`config.mk`:
```
export PLATFORM = sky130hd
export DESIGN_NAME = vqdm_ctrl
export DESIGN_NICKNAME = d
export VERILOG_FILES = /design/src/hdl/vqdm_pkg.sv /design/src/hdl/vqdm_ctrl.sv
export SDC_FILE = /design/constraint.sdc
export NUM_CORES = 1
export LEC_CHECK = 0
export CORE_AREA = 8 8 45 47
export CTS_CLUSTER_DIAMETER = 150
export DETAILED_ROUTE_END_ITERATION = 10
export DIE_AREA = 0 0 53 55
export DONT_BUFFER_PORTS = 1
export PLACE_DENSITY_LB_ADDON = 0.05
export SLEW_MARGIN = 20
export SYNTH_ARGS = -nofsm -noshare
export SYNTH_HDL_FRONTEND = slang
export SYNTH_SLANG_ARGS = --single-unit
```
`constraint.sdc`:
```
create_clock -name clk_i -period 2.6 [get_ports clk_i]
set_clock_uncertainty 0.1 [all_clocks]
set_input_delay 0.65 -clock clk_i [delete_from_list [all_inputs] [get_ports clk_i]]
set_output_delay 0.65 -clock clk_i [all_outputs]
set_load 0.01 [all_outputs]
```
`src/hdl/vqdm_pkg.sv`:
```
// Types, constants and a helper function shared by the descriptor manager modules.
// No dependencies.
package vqdm_pkg;

  localparam int unsigned QueueSize = 64;
  localparam int unsigned IdxW      = 6;
  localparam int unsigned SizeW     = 7;

  typedef enum logic [1:0] {
    REQ_PUSH = 2'd0,
    REQ_DONE = 2'd1,
    REQ_POP  = 2'd2,
    REQ_NONE = 2'd3
  } req_e;

  typedef enum logic [1:0] {
    ST_OK       = 2'd0,
    ST_NOSPACE  = 2'd1,
    ST_EMPTY    = 2'd2,
    ST_REJECTED = 2'd3
  } status_e;

  // Commands from the controller to the datapath.
  typedef struct packed {
    logic latch;
    logic complete;
    logic pop_refuse;
    logic misc;
    logic ur_read;
    logic walk_load;
    logic walk_step;
    logic finish;
    logic emit_load;
    logic emit_pop;
    logic emit_step;
    logic push_decide;
    logic push_write;
  } cmd_t;

  // Status from the datapath to the controller.
  typedef struct packed {
    req_e req;
    logic pos_zero;
    logic free_lt_n;
    logic used_empty;
    logic walk_end;
    logic reject_next;
  } sts_t;

  // Link held by a slot that has not been written since the last rebuild.
  function automatic logic [IdxW-1:0] default_link(logic [IdxW-1:0] i, logic [SizeW-1:0] size);
    logic [SizeW-1:0] nx;
    nx = {1'b0, i} + SizeW'(1);
    if (nx >= size) begin
      return '0;
    end else begin
      return nx[IdxW-1:0];
    end
  endfunction

endpackage

```
`src/hdl/vqdm_ctrl.sv`:
```
// Controller state machine of the descriptor manager.
// Depends on vqdm_pkg for the command and status structs.
module vqdm_ctrl (
  input  logic          clk_i,
  input  logic          rst_ni,
  input  logic          start,
  output logic          busy,
  input  vqdm_pkg::sts_t sts_i,
  output vqdm_pkg::cmd_t cmd_o
);

  typedef enum logic [2:0] {
    S_IDLE, S_DISPATCH, S_RCHK, S_UR, S_WALK, S_EMIT, S_PDEC, S_PUSH
  } state_e;

  state_e state_q, state_d;
  logic   busy_q;

  always_comb begin
    cmd_o   = '0;
    state_d = state_q;
    unique case (state_q)
      S_IDLE: begin
        if (start) begin
          cmd_o.latch = 1'b1;
          state_d     = S_DISPATCH;
        end
      end
      S_DISPATCH: begin
        unique case (sts_i.req)
          vqdm_pkg::REQ_PUSH: begin
            state_d = (sts_i.pos_zero && sts_i.free_lt_n) ? S_RCHK : S_PDEC;
          end
          vqdm_pkg::REQ_DONE: begin
            cmd_o.complete = 1'b1;
            state_d        = S_IDLE;
          end
          vqdm_pkg::REQ_POP: begin
            if (!sts_i.pos_zero || sts_i.used_empty) begin
              cmd_o.pop_refuse = 1'b1;
              state_d          = S_IDLE;
            end else begin
              cmd_o.ur_read = 1'b1;
              state_d       = S_UR;
            end
          end
          default: begin
            cmd_o.misc = 1'b1;
            state_d    = S_IDLE;
          end
        endcase
      end
      S_RCHK: begin
        if (sts_i.used_empty) begin
          state_d = S_PDEC;
        end else begin
          cmd_o.ur_read = 1'b1;
          state_d       = S_UR;
        end
      end
      S_UR: begin
        cmd_o.walk_load = 1'b1;
        state_d         = S_WALK;
      end
      S_WALK: begin
        if (sts_i.walk_end) begin
          if (sts_i.req == vqdm_pkg::REQ_POP) begin
            cmd_o.emit_load = 1'b1;
            state_d         = S_EMIT;
          end else begin
            cmd_o.finish = 1'b1;
            state_d      = S_RCHK;
          end
        end else begin
          cmd_o.walk_step = 1'b1;
        end
      end
      S_EMIT: begin
        cmd_o.emit_pop = 1'b1;
        if (sts_i.walk_end) begin
          cmd_o.finish = 1'b1;
          state_d      = S_IDLE;
        end else begin
          cmd_o.emit_step = 1'b1;
        end
      end
      S_PDEC: begin
        cmd_o.push_decide = 1'b1;
        state_d           = sts_i.reject_next ? S_IDLE : S_PUSH;
      end
      S_PUSH: begin
        cmd_o.push_write = 1'b1;
        state_d          = S_IDLE;
      end
      default: state_d = S_IDLE;
    endcase
  end

  always_ff @(posedge clk_i or negedge rst_ni) begin
    if (!rst_ni) begin
      state_q <= S_IDLE;
      busy_q  <= 1'b0;
    end else begin
      state_q <= state_d;
      busy_q  <= (state_d != S_IDLE);
    end
  end

  assign busy = busy_q;

endmodule

```
== After elaboration in Yosys (flattened, before gate mapping) ==
Cells that the tools add are included.

* Equal/unequal tests: 9
* Mux-type cells: 33
* Reductions and logical operators: 7

{| class="wikitable"
|+ Operators with widths
! kind !! number
|-
| 3-bit 2-to-1 mux || 8
|-
| 3-bit one-hot mux with 8 select lines || 1
|-
| 1-bit 2-to-1 mux || 18
|-
| 3-bit equality test, second input constant || 4
|-
| 3-bit by 2-bit equality test with 1-bit output, second input constant || 2
|-
| 2-bit 2-to-1 mux || 3
|-
| 3-bit one-hot mux with 2 select lines || 1
|-
| 1-bit one-hot mux with 2 select lines || 2
|-
| 3-bit by 1-bit equality test with 1-bit output, second input constant || 1
|-
| 3-bit zero test || 1
|-
| 3-bit nonzero test || 1
|-
| 3-bit OR reduction || 1
|-
| 2-bit by 1-bit equality test with 1-bit output, second input constant || 1
|-
| 2-bit equality test, second input constant || 1
|-
| 2-bit zero test || 1
|-
| 1-bit logical AND || 1
|-
| 1-bit zero test || 1
|-
| 1-bit logical OR || 1
|}

* Register bits after elaboration: 4
* Input bits: 10
* Output and inout port bits: 14
* Logic and storage cells: 51

== Logic depth before layout (Yosys ltp) ==
* Depth in word-level cells: 6
* Mapped depth: 5

== Least setup slack after synthesis ==
No wires, ideal clock.

* Path type: input port to output port
* From: input port sts_i[5] (netlist name)
* To: output port cmd_o[8] (netlist name)
* Arrival time: 1472 ps
* Data required time: 1850 ps
* Slack: 378 ps
* Cell stages on the path: 2
* Cells stage by stage: or4b_4 -> o32ai_4

{| class="wikitable"
|+ RTL lines
! what !! RTL line !! RTL
|-
| from (decl) || vqdm_ctrl.sv:8 || <nowiki>input vqdm_pkg::sts_t sts_i,</nowiki>
|-
| to (decl) || vqdm_ctrl.sv:9 || <nowiki>output vqdm_pkg::cmd_t cmd_o</nowiki>
|}

==> results.cfg <==
[outcome]
status = finished, final reports clean

[sta]
worst_slew_pin_slew_ns = 0.548
slew-limit-headroom = 0.632
fmax_mhz = 409
fin_crit_ns = 2.45
period_share = 0.940
fin_tns_setup_ns = 0
worst_slack_ns = 0.155
rsz0062_at_grt = no
finalMaxSlewViolations = 0
setup_violations = 0
hold_violations = 0

[routing]
vias_per_cell = 5.54
firstDrtPassIters = 4
drt_iter0_drc = 7
drc = 0
wl_per_cell_um = 17.9
routed_wl_um = 1200
vias = 371
ant_nets = 0

[global_route]
grt_use_total = 0.0909
grt_pass1_vias = 391
grt_overflow = 0
grt_max_degree = 11
antenna_found_initial = 0
grt_pass1_wl_um = 1880

[yosys]
synth_area_um2 = 387
synth_edf_count = 0
synthMuxAreaShare = 0
synthCells = 48
synthArstFlopShare = 1.00
ys_types = 24
synth_top_area_share = 0.259
synth-xor-area-share = 0
synth_compound_area_frac = 0.204
synth_fa_ha_area_frac = 0
synth_top_area_cell = dfrtp_1
synth_most_common_cell = nor2_1
yosysWarnings = 0
ys_top_cells_by_count = 10 x nor2_1, 5 x inv_1, 4 x dfrtp_1, 3 x nand2_1
synth_top_family_by_area = simple AND/OR/NAND/NOR gates
seq_area_frac_synth = 0.259
synth-seq-cells = 4
ys.flop_type = dfrtp_1
yosys-top-cells-area = dfrtp_1 26%, nor2_1 9.7%, o32ai_4 7.1%, inv_1 4.9%, nand2b_2 4.5%
synth_area_per_cell_um2 = 8.05
syn_nets = 58
synth-simple-area-share = 0.450

[placement]
place_area_um2 = 395
gp_congestion = 0.704
preCtsSetupSlack_ns = 0.337
portBuffers = 0

[clocking]
cts_root_buf = clkbuf_4
clk_path_buf_depth = 2
cts.sinks = 4
path_clk_slew_ns = 0.04
cts_tree = done
cts-resized-gates = 0
cts_max_level = 1
postCtsSetupRepairBufs = 0
cts-buffers-inserted = 3
ctsHoldBuffers = 0
worstSkewPairLatency_ns = 0.23

[floorplan]
die_h_um = 55
ioPinCount = 24
start_util = 0.279
die_area_um2 = 2920
dieWidth_um = 53
core_region_area_um2 = 1380
fp-row-count = 14

[min_path]
hp-start = sts_i[1]
hold_depth = 2
min_to = state_q[1]
min_path_type = in -> reg

[layout]
fin_area_um2 = 428
antennaDiodeCount = 0
num-nets-final = 63
areaGrowthSynthToFinish_pct = 10.7
drive_gt1_frac = 0.255

[critical_path]
critPathSlowestCell = or4b_4
r2r_setup_slack_ns = 0.77
endpoint_kind = primary output
r2r_end = busy
r2r_start = state_q[2]
arrival_ns = 1.70
start_kind = register
required_ns = 1.85
crit_fanout = 10
cp_slowest_stage_delay_ns = 0.60
path_cells = or4b_4 -> o32ai_4
criticalPathCategory = reg -> out
reg2reg_depth = 4

[job]
maxCapViolCount = 0

[pwr]
leakage_uw = 0.000181
ir_drop_mv = 0.386
power.density_nw_per_um2 = 976
through the flow:
| step | util | instances | total power [µW] | hold WS, ns |
|---|---|---|---|---|
| 2_1_floorplan | - | 48 | 306 | 0.254 |
| 3_3_place_gp | 0.286 | 63 | 341 | 0.255 |
| 3_5_place_dp | 0.286 | 63 | 343 | 0.255 |
| 4_1_cts | 0.302 | 66 | 423 | 0.00158 |
| 5_1_grt | 0.309 | 67 | 461 | 0.496 |
| 6_report | 0.309 | 67 | 418 | 0.504 |
area by class of cell:
class	instances	area (µm²)
clock buffers	3	22.5
fillers	153	956
inverters	6	22.5
multi-input cells	37	253
flip-flops and latches	4	100
well taps	16	20.0
repair buffers	1	10.0
routing by layer:
metal | share of wire | vias up | track usage
met5 | 0 | - | 0
met4 | 0.018 | 0 | 0.0647
met3 | 0.11 | 2 | 0.0481
met2 | 0.45 | 21 | 0.137
met1 | 0.42 | 171 | 0.0963
li1 | - | 177 | -
cells by family (layout without fill, tap and decap cells):
family,count (synthesis),count (layout)
and+or+nand+nor,29,29
AOI/OAI and AO/OA,8,8
buffers and inverters,7,10
DFF,4,4
worst max-delay path, delay by kind of cell (launching register included):
family           cells  cell delay [ns]
AND/OR/NAND/NOR      1             0.60
AO/OA/AOI/OAI        1             0.38
flip-flops           1             0.48
state kept, by name, summed over array words and instances (netlist names):
signal	count
busy	1
state_q	3
cell usage in the layout, fill, tap and decap left out, drive strengths merged, types with 2 or more instances in the layout:
master	n
and3	2
o21ai	2
nand2	3
a21oi	2
dfrtp	4
nor2	10
inv	6
nor4	3
nand2b	4
clkbuf	3
o32ai	2
report_power, final:
| part | switching (µW) | leakage (µW) | internal, µW | total, µW |
|---|---|---|---|---|
| logic | 116 | 0.000117 | 77.8 | 193 |
| registers | 58.2 | 0.0000498 | 90.1 | 148 |
| clock network | 24.5 | 0.0000138 | 51.6 | 76.1 |
| total | 198 | 0.000181 | 219 | 418 |
how the worst max path moves through the flow:
| stage | startpoint | endpoint | slack, ns |
|---|---|---|---|
| floorplan | sts_i[5] | cmd_o[8] | 0.38 |
| global placement | sts_i[5] | cmd_o[8] | 0.36 |
| detailed placement | sts_i[5] | cmd_o[8] | 0.34 |
| CTS | state_q[1] | cmd_o[8] | 0.16 |
| global route | state_q[2] | cmd_o[8] | 0.10 |
| finish | state_q[2] | cmd_o[8] | 0.15 |
(Power assumes the default switching activity.)
